`src/hdl/tlpb_pkg.sv`:
```
// tlpb_pkg: sizes, codes, store request type and priority encode functions
// for the two-level priority bitmap core
// no dependencies
package tlpb_pkg;

    localparam int WORD_BITS   = 32;
    localparam int GROUP_COUNT = 8;
    localparam int INDEX_W     = 8;
    localparam int POS_W       = $clog2(WORD_BITS);
    localparam int GRP_W       = (GROUP_COUNT > 1) ? $clog2(GROUP_COUNT) : 1;

    localparam logic KIND_SET = 1'b0;
    localparam logic KIND_CLR = 1'b1;

    typedef logic [WORD_BITS-1:0]   t_word;
    typedef logic [GROUP_COUNT-1:0] t_summary;
    typedef logic [GRP_W-1:0]       t_grp;
    typedef logic [POS_W-1:0]       t_pos;

    typedef struct packed {
        logic  rd_en;
        t_grp  rd_addr;
        logic  wr_en;
        t_grp  wr_addr;
        t_word wr_data;
    } t_store_req;

    // highest set bit of a group word, zero when empty
    function automatic t_pos top_pos(input t_word v);
        t_pos n;
        n = '0;
        for (int i = 0; i < WORD_BITS; i++) begin
            if (v[i]) begin
                n = POS_W'(i);
            end
        end
        return n;
    endfunction

    // highest set bit of the summary word, zero when empty
    function automatic t_grp top_grp(input t_summary v);
        t_grp n;
        n = '0;
        for (int i = 0; i < GROUP_COUNT; i++) begin
            if (v[i]) begin
                n = GRP_W'(i);
            end
        end
        return n;
    endfunction

endpackage

```
`src/hdl/two_level_priority_bitmap_core.sv`:
```
// two_level_priority_bitmap_core: 256-flag ready bitmap, set or clear one
// flag per beat and report the highest flag still set
// o_strobe rises after S_MOD, S_SEL and S_ENC; a new beat is taken only back in S_IDLE, after the steps
// (read group word, write back, read top group word, encode on one port)
// busy is high from acceptance until the result is loaded; o_strobe is
// one cycle wide and the receiver cannot stall
// synchronous active-low reset empties the bitmap (summary and valid bits)
module two_level_priority_bitmap_core (
    input  logic                          i_clk,
    input  logic                          i_rst_n,
    input  logic                          start,
    output logic                          busy,
    input  logic                          i_kind,
    input  logic [tlpb_pkg::INDEX_W-1:0]  i_bit_index,
    output logic                          o_strobe,
    output logic [tlpb_pkg::INDEX_W-1:0]  o_highest_set,
    output logic                          o_none_set
);

    localparam int WordBits   = tlpb_pkg::WORD_BITS;
    localparam int GroupCount = tlpb_pkg::GROUP_COUNT;

    typedef enum logic [3:0] {
        S_IDLE = 4'b0001,
        S_MOD  = 4'b0010,
        S_SEL  = 4'b0100,
        S_ENC  = 4'b1000
    } t_state;

    t_state r_state, n_state;

    logic                                r_kind;
    tlpb_pkg::t_grp                      r_grp;
    tlpb_pkg::t_pos                      r_pos;
    logic                                r_in_range;
    tlpb_pkg::t_summary                  r_summary, n_summary;
    tlpb_pkg::t_grp                      r_hg;
    logic                                r_strobe;
    logic [tlpb_pkg::INDEX_W-1:0]        r_highest;
    logic                                r_none;

    logic [tlpb_pkg::INDEX_W-1:0]        in_grp_full;
    logic [tlpb_pkg::INDEX_W-1:0]        in_pos_full;
    tlpb_pkg::t_store_req                store_req;
    tlpb_pkg::t_word                     rd_word;
    tlpb_pkg::t_word                     new_word;
    tlpb_pkg::t_word                     bit_sel;
    logic [2*tlpb_pkg::INDEX_W-1:0]      flat_idx;
    logic                                accept;

    assign accept      = start && (r_state == S_IDLE);
    assign in_grp_full = (tlpb_pkg::INDEX_W)'(i_bit_index / WordBits);
    assign in_pos_full = (tlpb_pkg::INDEX_W)'(i_bit_index % WordBits);

    tlpb_word_store u_store (
        .i_clk     (i_clk),
        .i_rst_n   (i_rst_n),
        .i_req     (store_req),
        .o_rd_data (rd_word)
    );

    assign bit_sel = tlpb_pkg::t_word'(1) << r_pos;

    always_comb begin
        unique case (r_kind)
            tlpb_pkg::KIND_SET: new_word = rd_word | bit_sel;
            tlpb_pkg::KIND_CLR: new_word = rd_word & ~bit_sel;
            default:            new_word = rd_word;
        endcase
    end

    always_comb begin
        store_req         = '0;
        store_req.wr_addr = r_grp;
        store_req.wr_data = new_word;
        n_state           = r_state;
        n_summary         = r_summary;
        unique case (r_state)
            S_IDLE: begin
                store_req.rd_en   = accept;
                store_req.rd_addr = in_grp_full[tlpb_pkg::GRP_W-1:0];
                if (accept) begin
                    n_state = S_MOD;
                end
            end
            S_MOD: begin
                store_req.wr_en = r_in_range;
                if (r_in_range) begin
                    if (r_kind == tlpb_pkg::KIND_SET) begin
                        n_summary[r_grp] = 1'b1;
                    end else if (new_word == '0) begin
                        n_summary[r_grp] = 1'b0;
                    end
                end
                n_state = S_SEL;
            end
            S_SEL: begin
                // read the word of the top group, after the write back
                store_req.rd_en   = 1'b1;
                store_req.rd_addr = tlpb_pkg::top_grp(r_summary);
                n_state           = S_ENC;
            end
            S_ENC: begin
                n_state = S_IDLE;
            end
            default: begin
                n_state = S_IDLE;
            end
        endcase
    end

    assign flat_idx = (2*tlpb_pkg::INDEX_W)'(r_hg) * (2*tlpb_pkg::INDEX_W)'(WordBits)
                    + (2*tlpb_pkg::INDEX_W)'(tlpb_pkg::top_pos(rd_word));

    always_ff @(posedge i_clk) begin
        if (!i_rst_n) begin
            r_state   <= S_IDLE;
            r_summary <= '0;
            r_strobe  <= 1'b0;
        end else begin
            r_state   <= n_state;
            r_summary <= n_summary;
            r_strobe  <= (r_state == S_ENC);
        end
    end

    always_ff @(posedge i_clk) begin
        if (accept) begin
            r_kind     <= i_kind;
            r_grp      <= in_grp_full[tlpb_pkg::GRP_W-1:0];
            r_pos      <= in_pos_full[tlpb_pkg::POS_W-1:0];
            r_in_range <= (32'(in_grp_full) < 32'(GroupCount));
        end
        if (r_state == S_SEL) begin
            r_hg <= tlpb_pkg::top_grp(r_summary);
        end
        if (r_state == S_ENC) begin
            // empty bitmap reports index zero
            r_none    <= (r_summary == '0);
            r_highest <= (r_summary == '0) ? '0 : flat_idx[tlpb_pkg::INDEX_W-1:0];
        end
    end

    assign busy          = (r_state != S_IDLE);
    assign o_strobe      = r_strobe;
    assign o_highest_set = r_highest;
    assign o_none_set    = r_none;

endmodule

```
`src/hdl/tlpb_word_store.sv`:
```
// tlpb_word_store: group word memory, one read and one write port,
// registered read data; per-entry valid bits make unwritten entries read zero
// depends on tlpb_pkg
module tlpb_word_store (
    input  logic                i_clk,
    input  logic                i_rst_n,
    input  tlpb_pkg::t_store_req i_req,
    output tlpb_pkg::t_word     o_rd_data
);

    tlpb_pkg::t_word                    r_mem [tlpb_pkg::GROUP_COUNT];
    logic [tlpb_pkg::GROUP_COUNT-1:0]   r_valid;
    tlpb_pkg::t_word                    r_rd_data;
    logic                               r_rd_hit;

    always_ff @(posedge i_clk) begin
        if (i_req.wr_en) begin
            r_mem[i_req.wr_addr] <= i_req.wr_data;
        end
        if (i_req.rd_en) begin
            r_rd_data <= r_mem[i_req.rd_addr];
        end
    end

    always_ff @(posedge i_clk) begin
        if (!i_rst_n) begin
            r_valid  <= '0;
            r_rd_hit <= 1'b0;
        end else begin
            if (i_req.wr_en) begin
                r_valid[i_req.wr_addr] <= 1'b1;
            end
            if (i_req.rd_en) begin
                r_rd_hit <= r_valid[i_req.rd_addr];
            end
        end
    end

    assign o_rd_data = r_rd_hit ? r_rd_data : '0;

endmodule
```
`config.mk`:
```
export PLATFORM = sky130hd
export DESIGN_NAME = two_level_priority_bitmap_core
export DESIGN_NICKNAME = d
export VERILOG_FILES = /design/src/hdl/tlpb_pkg.sv /design/src/hdl/two_level_priority_bitmap_core.sv /design/src/hdl/tlpb_word_store.sv
export SDC_FILE = /design/constraint.sdc
export NUM_CORES = 1
export LEC_CHECK = 0
export ABC_AREA = 1
export BUFFER_PORTS_ARGS = -buffer_cell sky130_fd_sc_hd__buf_4
export CORE_MARGIN = 4
export CORE_UTILIZATION = 45
export CTS_CLUSTER_DIAMETER = 80
export DETAILED_ROUTE_END_ITERATION = 10
export SLEW_MARGIN = 20
export SYNTH_ARGS = -nofsm -noshare
export SYNTH_HDL_FRONTEND = slang
export SYNTH_SLANG_ARGS = --single-unit
export TNS_END_PERCENT = 5
```
`constraint.sdc`:
```
create_clock -name i_clk -period 6.1 [get_ports i_clk]
set_clock_uncertainty 0.05 [all_clocks]
set_input_delay 1.525 -clock i_clk [delete_from_list [all_inputs] [get_ports i_clk]]
set_output_delay 1.525 -clock i_clk [all_outputs]
set_load 0.01 [all_outputs]
```
; ---- Yosys cells after proc, flatten, opt, wreduce, memory -nomap -nowiden
; Memories as Yosys holds them, arrays and structs flattened. A register that Yosys moved wholly into a read port is not among the register bits.
; Cells that the tools add are included.
[word_totals]
output_inout_bits = 11
mem_bits_rw = 256
regBits = 44
inputBits = 12
memories = 1
[mem_list]
columns = memory, words, word_bits, rd, rd_clocked_by_memory_dff, write_ports, line_no
row1 = u_store.r_mem, 8, 32, 1, 1, 1, tlpb_word_store.sv:11  ; tlpb_pkg::t_word r_mem [tlpb_pkg::GROUP_COUNT];
[classes]
bitwise = 8
mux = 52
n_addsub = 1
n_eq_ne = 7
reduce_logical = 5
order_cmp = 4
shifts = 1
[ops]
columns = cell, count
row1 = 5-bit two-way mux, 30
row2 = 32-bit case mux with 2 select lines, 1
row3 = 32-bit bitwise AND, 1
row4 = 32-bit logical NOT, 1
row5 = 32-bit two-way mux, 1
row6 = 32-bit NOT, 1
row7 = 32-bit bitwise OR, 1
row8 = 1-bit by 5-bit << shifter with 32-bit output (first input constant), 1
row9 = 3-bit two-way mux, 6
row10 = 8-bit two-way mux, 2
row11 = 8-bit bitwise OR, 2
row12 = 3-bit by 4-bit < comparator with 1-bit output (second input constant), 3
row13 = 4-bit case mux with 3 select lines, 1
row14 = 8-bit by 5-bit adder with 8-bit output, 1
row15 = 8-bit bitwise AND, 1
row16 = 8-bit logical NOT, 1
row17 = 8-bit NOT, 1
row18 = 4-bit case mux with 2 select lines, 1
row19 = 1-bit two-way mux, 7
row20 = 4-bit by 1-bit equality test with 1-bit output (second input constant), 1
row21 = 4-bit by 2-bit equality test with 1-bit output (second input constant), 1
row22 = 4-bit by 3-bit equality test with 1-bit output (second input constant), 1
row23 = 4-bit equality test (second input constant), 1
row24 = 4-bit two-way mux, 1
row25 = 9 further kinds, 10

; ---- Depth between registers and ports, before layout
; Gate-level depths: netlist (run 1).
[depth]
depth_word = 33
depth_mapped = 31
mapped_depth_nobuf = 31

; ---- Modules after synthesis
; A second synthesis (run 1) with hierarchy kept.
[hier_totals]
hier_cells = 1246
hier_area_um2 = 13990.9
[by_module_without_submodules]
columns = mod, cells_per_inst, area_per_inst_um2, instances
row1 = tlpb_word_store, 897, 11577.4, 1
row2 = two_level_priority_bitmap_core, 349, 2413.6, 1

; ---- Worst setup path after synthesis (run 1)
; OpenSTA, ideal clock, no wires.
[synth_path]
path_kind = input port to flip-flop
from = in start
to = reg u_store.r_rd_hit
required_time_ns = 5.924
n_path_buf = 0
t_arrival_ns = 4.365
cell_stages = 5
path_slack_ns = 1.558
cell_sequence = inv_1 -> o21ai_0 -> nand3_1 -> o211ai_1 -> inv_1
[synth_lines]
columns = element, line_no
row1 = start: declaration, two_level_priority_bitmap_core.sv:11  ; input logic start,
row2 = end signal: assignment, tlpb_word_store.sv:34  ; r_rd_hit <= r_valid[i_req.rd_addr];
row3 = end: declaration, tlpb_word_store.sv:14  ; logic r_rd_hit;

==> reports/results.txt, run 1 <==
Antenna diodes: 0
Synth warnings: 0
Clock slew at reported path FFs: 0.05 ns
Synth Net Count: 1194
CTS sink cnt: 331
DR pass1 iterations: 8
Crit path buf inv count: 1
Post-Syn Area: 13500 µm²
Iteration-0 DRC Markers: 809
Total CTS buffers: 37
CTS H-Tree Depth: 2
R2R Path Start: r_pos[4]$_DFFE_PP_
IO Pins: 23
Fmax: 268 MHz
MaxCap Viol Count: 0
DR WL/cell: 19.7 µm
Worst skew pair latency: 0.51 ns
Dpl hpwl: 17.0 mm
CP arrival: 4.04 ns
Chip height: 181 µm
Post-synthesis cell count: 1182
Worst-path cell chain: clkinv_1 > nor2_1 > o21ai_0 > nor4_1 > nand4_1 > or4_1 > o31ai_1 > a21oi_1
Final setup margin: 2.36 ns
Max clock buf depth: 3
Status: finished clean
Total core area: 29600 µm²
Initial Util: 45.6%
Sw Share: 24.2%
Top FF cell, synth: edfxtp_1
Max Slew Vio Count: 0
Non-Filler Instances: 1612
# nets final: 1206
Crit path max-delay family: simple AND/OR/NAND/NOR gates
Hold_buf cts: 0
Gate power share: 10.6%
GPL Wtd Cong: 0.855
Top cells by area, synth: edfxtp_1 (69%), nor2_1 (7.9%), o21ai_0 (5.9%)
Routed wire length: 31.7 mm
EDFF count, synth: 309
Row Count: 63
DP Cell Count: 1545
Setup TNS: 0 ns
Commonest cells after routing, fill and taps aside: edfxtp_1 (309), nor2_1 (281), o21ai_0 (153)
Setup crit start: r_pos[4]$_DFFE_PP_
Total GRT Usage: 19.0%
Register area share after synthesis: 71.9%
Crit-path max FO: 18
Remaining DRCs: 0
Power per cell area: 344 nW/µm²
IO buf count: 22
Area delta synth->final: 12.8%
Number of global-route vias before repair: 8398
Critical Path RT: 6.40 ns
Post-cts sizing count: 0
Pin count of the biggest net entering global routing: 113
Setup-failing EPs final: 0
CP Class: flip-flop to flip-flop
DIE AREA: 32900 µm²
Clock power share: 39.8%
Total gr overflow: 0
Share of the synthesized area in the top cell type: 68.6%
Cell variety after synth: 30
Cell taking the most area after synthesis: edfxtp_1
TritonCTS clock tree: built
Post-synthesis register bit count: 331
Final core utilization: 51.5%
Final Critical Period: 3.74 ns
Leak pwr: 5.25 nW
Mean Syn Cell Area: 11.4 µm²
Crit path largest cell delay: 0.69 ns
Final period utilization: 61.3%
Layout cell share with drive strength beyond 1: 8.84%
Hold Crit Class: flip-flop to flip-flop
Worst setup SP type: flip-flop
Slowest stage cell, crit path: or4_1
Filler cells: 2616
Worst hold start: u_store.r_valid[6]$_SDFFE_PN0P_
Root buffer cell: clkbuf_16
Cell area after placement: 14100 µm²
Element type at the critical path end: flip-flop
Die width: 181 µm
VDD IR-drop max: 0.196 mV
Setup repair bufs after CTS: 0
P_sw: 1.27 mW
Dpl ws: 2.24 ns
First-pass GRT wire length: 48.9 mm
Commonest non-fill, non-tap cell in the layout: edfxtp_1
Worst slew pin tran: 1.13 ns
Initial antenna violation count: 0
Fin area: 15300 µm²
P_int: 3.98 mW
DRT antenna net count: 0
Slew Limit Headroom: 24.0%
Vias per cell: 5.49
Part of the power in registers: 49.7%
Asr flop ratio synth: 0%
Unrepaired setup endpoints after global routing: false
Vias: 8846
Fin. Hold Viols: 0
[worst paths after layout]
| path | endpoint | slack, ns | cells past startpoint |
|---|---|---|---|
| min reg2reg | u_store.r_valid[6]$_SDFFE_PN0P_ | 0.40 | 2 |
| max reg2reg | flip-flop | 2.36 | 8 |
| min | u_store.r_valid[6]$_SDFFE_PN0P_ | 0.40 | 2 |
| max | flip-flop | 2.36 | 8 |
[layer usage]
layer	up-vias	GRT usage (%)	part of all wire [%]
li1	4246	-	-
met1	4283	27.7	46
met2	271	30.2	46
met3	46	3.20	5.9
met4	0	4.50	1.8
met5	-	0	0
[worst reg2reg max path: stages (launching register included)]
cell,delay [ns]
edfxtp_1,0.66
clkinv_1,0.50
nor2_1,0.25
o21ai_0,0.39
nor4_1,0.47
nand4_1,0.18
or4_1,0.69
o31ai_1,0.29
a21oi_1,0.10
[metrics by stage]
stage,total power [mW],hold WS [ns]
after floorplan,3.03,0.381
after global placement,3.20,0.389
after detailed placement,3.21,0.394
after CTS,5.29,0.403
after global routing,5.48,0.436
final,5.25,0.400
[synthesized netlist by cell type (5+ instances only)]
cell        n
edfxtp_1  309
nor2_1    285
o21ai_0   159
nand2_1   119
clkbuf_1   52
inv_1      46
a31oi_1    36
a21oi_1    33
nand3_1    33
o22ai_1    32
dfxtp_1    22
nor4_1      8
buf_1       6
nor3_1      6
buf_2       5
o211ai_1    5
[sequential cells by signal (all words and copies together), names as in the netlist, named ones only]
signal and cells:
r_kind 1, r_grp 3, r_pos 5, r_hg 3
u_store.r_rd_hit 1, o_none_set 1, u_store.r_valid 8, o_strobe 1
u_store.r_mem 256, r_state 4, u_store.r_rd_data 32, o_highest_set 8
[logic make-up (layout without fill, tap and decap cells)]
| kind of cell | after synthesis | after routing | share of synthesized area [%] |
|---|---|---|---|
| and+or+nand+nor | 462 | 462 | 13.8 |
| DFF | 331 | 331 | 71.9 |
| buffers and inverters | 115 | 155 | 3.30 |
| AOI/OAI and AO/OA | 274 | 274 | 11.0 |
[area by class of cell]
type                            count  area [µm²]  area share [%]
Tap cell                          390         488            3.20
Clock inverter                     16         128           0.837
Sequential cell                   331        9720            63.7
Clock buffer                       51        1020            6.69
Timing Repair Buffer               38         285            1.87
Inverter                           50         190            1.25
Multi-Input combinational cell    736        3420            22.4
[power groups by stage]
stage,Combinational (mW),Sequential (mW),Clock (mW)
floorplan,0.393,2.63,0
global placement,0.545,2.65,0
detailed placement,0.552,2.65,0
CTS,0.554,2.61,2.13
global route,0.629,2.61,2.24
finish,0.554,2.61,2.09
(Power assumes the default switching activity.)
==> run 2: changes to the inputs <==
- clock period: 6.1 -> 3.7 ns (I/O delays scaled with it)
==> reports/results.txt, run 2 (synthesized netlist as in run 1, its figures left out) <==
Vias per cell: 5.53 (+0.79%)
Routed wire length: 31.6 mm (-0.33%)
Max Slew Vio Count: 0 (unchanged)
Slew Limit Headroom: 29.9% (+6.0 points)
Critical Path RT: 4.01 ns (-2.39 ns)
GPL Wtd Cong: 0.916 (+7.2%)
Remaining DRCs: 0 (unchanged)
Crit-path max FO: 28 (+10)
Max clock buf depth: 3 (unchanged)
Worst hold slack: 0.407 ns (+0.00734 ns)
Leak pwr: 5.37 nW (+2.3%)
Biggest register: u_store.r_mem
Layout cell share with drive strength beyond 1: 10.1% (+1.3 points)
# nets final: 1220 (+1.2%)
Largest register FFs: 256 (unchanged)
Fin. Hold Viols: 0 (unchanged)
TritonCTS clock tree: built
WL met3: 1.72 mm (-8.1%)
Setup TNS: 0 ns (unchanged)
Antenna diodes: 0 (unchanged)
DRT antenna net count: 0 (unchanged)
Biggest regs: u_store.r_mem (256), u_store.r_rd_data (32)
MaxCap Viol Count: 0 (unchanged)
Worst skew pair latency: 0.51 ns (about the same)
Total gr overflow: 0 (unchanged)
Fmax: 315 MHz (+18%)
CTS sink cnt: 331 (unchanged)
Power per cell area: 568 nW/µm² (+65%)
Vias: 8988 (+1.6%)
IO Pins: 23 (unchanged)
Commonest cells after routing, fill and taps aside: edfxtp_1 (309), nor2_1 (281), o21ai_0 (156)
Chip height: 181 µm (unchanged)
Worst slew pin tran: 1.04 ns (-0.0884 ns)
Number of global-route vias before repair: 8448 (+0.60%)
Worst-path cell chain: inv_2 > nand2_1 > o21ai_0 > nor4_1 > nand4_1 > or4_1 > o31ai_1 > a21oi_1
DR pass1 iterations: 5 (-3)
Total GRT Usage: 19.1% (+0.074 points)
Die width: 181 µm (unchanged)
Crit path largest cell delay: 0.59 ns (-0.10 ns)
VDD IR-drop max: 0.249 mV (+27%)
Total core area: 29600 µm² (unchanged)
Iteration-0 DRC Markers: 831 (+2.7%)
M1 WL: 14.6 mm (-0.90%)
CP Class: flip-flop to flip-flop
Worst setup SP type: flip-flop
Unrepaired setup endpoints after global routing: false
Row Count: 63 (unchanged)
DR top layer: met4
Hold_buf cts: 0 (unchanged)
Total CTS buffers: 35 (-5.4%)
Final Critical Period: 3.17 ns (-0.568 ns)
Dpl hpwl: 17.4 mm (+2.0%)
Slowest stage cell, crit path: or4_1
IO buf count: 22 (unchanged)
Status: finished clean
Setup-failing EPs final: 0 (unchanged)
DR WL/cell: 19.4 µm (-1.1%)
Area delta synth->final: 14.6%
CP arrival: 3.48 ns (-0.56 ns)
Routed wl met2: 14.8 mm (+1.7%)
Initial antenna violation count: 0 (unchanged)
DIE AREA: 32900 µm² (unchanged)
First-pass GRT wire length: 49.3 mm (+0.71%)
Root buffer cell: clkbuf_16
CTS H-Tree Depth: 2 (unchanged)
Final period utilization: 85.7% (+24 points)
Filler cells: 2565 (-1.9%)
Initial Util: 45.6% (unchanged)
Element type at the critical path end: flip-flop
Commonest non-fill, non-tap cell in the layout: edfxtp_1
Pin count of the biggest net entering global routing: 136 (+20%)
Worst R2R Setup Slack: 0.53 ns (-1.83 ns)
Hold Crit Class: flip-flop to flip-flop
Clock slew at reported path FFs: 0.06 ns (about the same)
-- run 2: cell count changes in the layout (fill, tap and decap cells not counted), sizes merged --
| cell | before | now |
|---|---|---|
| clkinv | 16 | 23 |
| inv | 48 | 45 |
| buf | 38 | 54 |
| clkinvlp | 0 | 1 |
| clkbuf | 51 | 40 |
| bufinv | 2 | 5 |
-- run 2: final cells by class --
class / instances / area (µm²) / area share [%]
flip-flops and latches: 331 / 9720 / 62.7
inverters: 50 / 195 / 1.26
repair buffers: 54 / 493 / 3.18
multi-input cells: 736 / 3420 / 22.1
clock inverters: 24 / 248 / 1.60
clock buffers: 40 / 936 / 6.04
well taps: 390 / 488 / 3.15
-- run 2: final timing paths --
check / start / to / depth (start not counted)
min reg2reg: u_store.r_valid[6]$_SDFFE_PN0P_ / u_store.r_valid[6]$_SDFFE_PN0P_ / 2
max reg2reg: r_kind$_DFFE_PP_ / flip-flop / 8
min: u_store.r_valid[6]$_SDFFE_PN0P_ / u_store.r_valid[6]$_SDFFE_PN0P_ / 2
max: r_kind$_DFFE_PP_ / flip-flop / 8
-- run 2: worst max-delay path, delay by kind of cell (launching register included) --
kind,cells,cell delay (ns)
compound gates,3,0.72
flops,1,0.58
simple gates,4,1.34
buf+inv,1,0.31
-- run 2: repair_timing --
action                     CTS  global route
gates resized for setup      0             1
buffers inserted             0             2
setup endpoints to repair    0             1
-- run 2: per-stage QoR --
step | setup slack [ns] | instance area, µm² | power (mW) | utilization (%) | cells
2_1_floorplan | 0.669 | 13500 | 4.99 | - | 1182
3_3_place_gp | 0.572 | 14300 | 5.31 | 48.2 | 1559
3_5_place_dp | 0.432 | 14300 | 5.31 | 48.2 | 1559
4_1_cts | 0.413 | 15500 | 8.87 | 52.2 | 1623
5_1_grt | 0.232 | 15500 | 9.16 | 52.3 | 1625
6_report | 0.530 | 15500 | 8.81 | 52.3 | 1625
-- run 2: metal layers --
metal,global-route usage (%),vias to the layer above
li1,-,4271
met5,0,-
met2,30.0,263
met1,28.0,4412
met4,4.77,0
met3,3.08,42
-- run 2: power by group --
| part | total, mW | switching [mW] | leakage, nW | internal, mW |
|---|---|---|---|---|
| Sequential | 4.30 | 0.0613 | 3.04 | 4.24 |
| Clock | 3.57 | 1.40 | 0.579 | 2.17 |
| Combinational | 0.939 | 0.662 | 1.76 | 0.277 |
| Total | 8.81 | 2.12 | 5.37 | 6.68 |
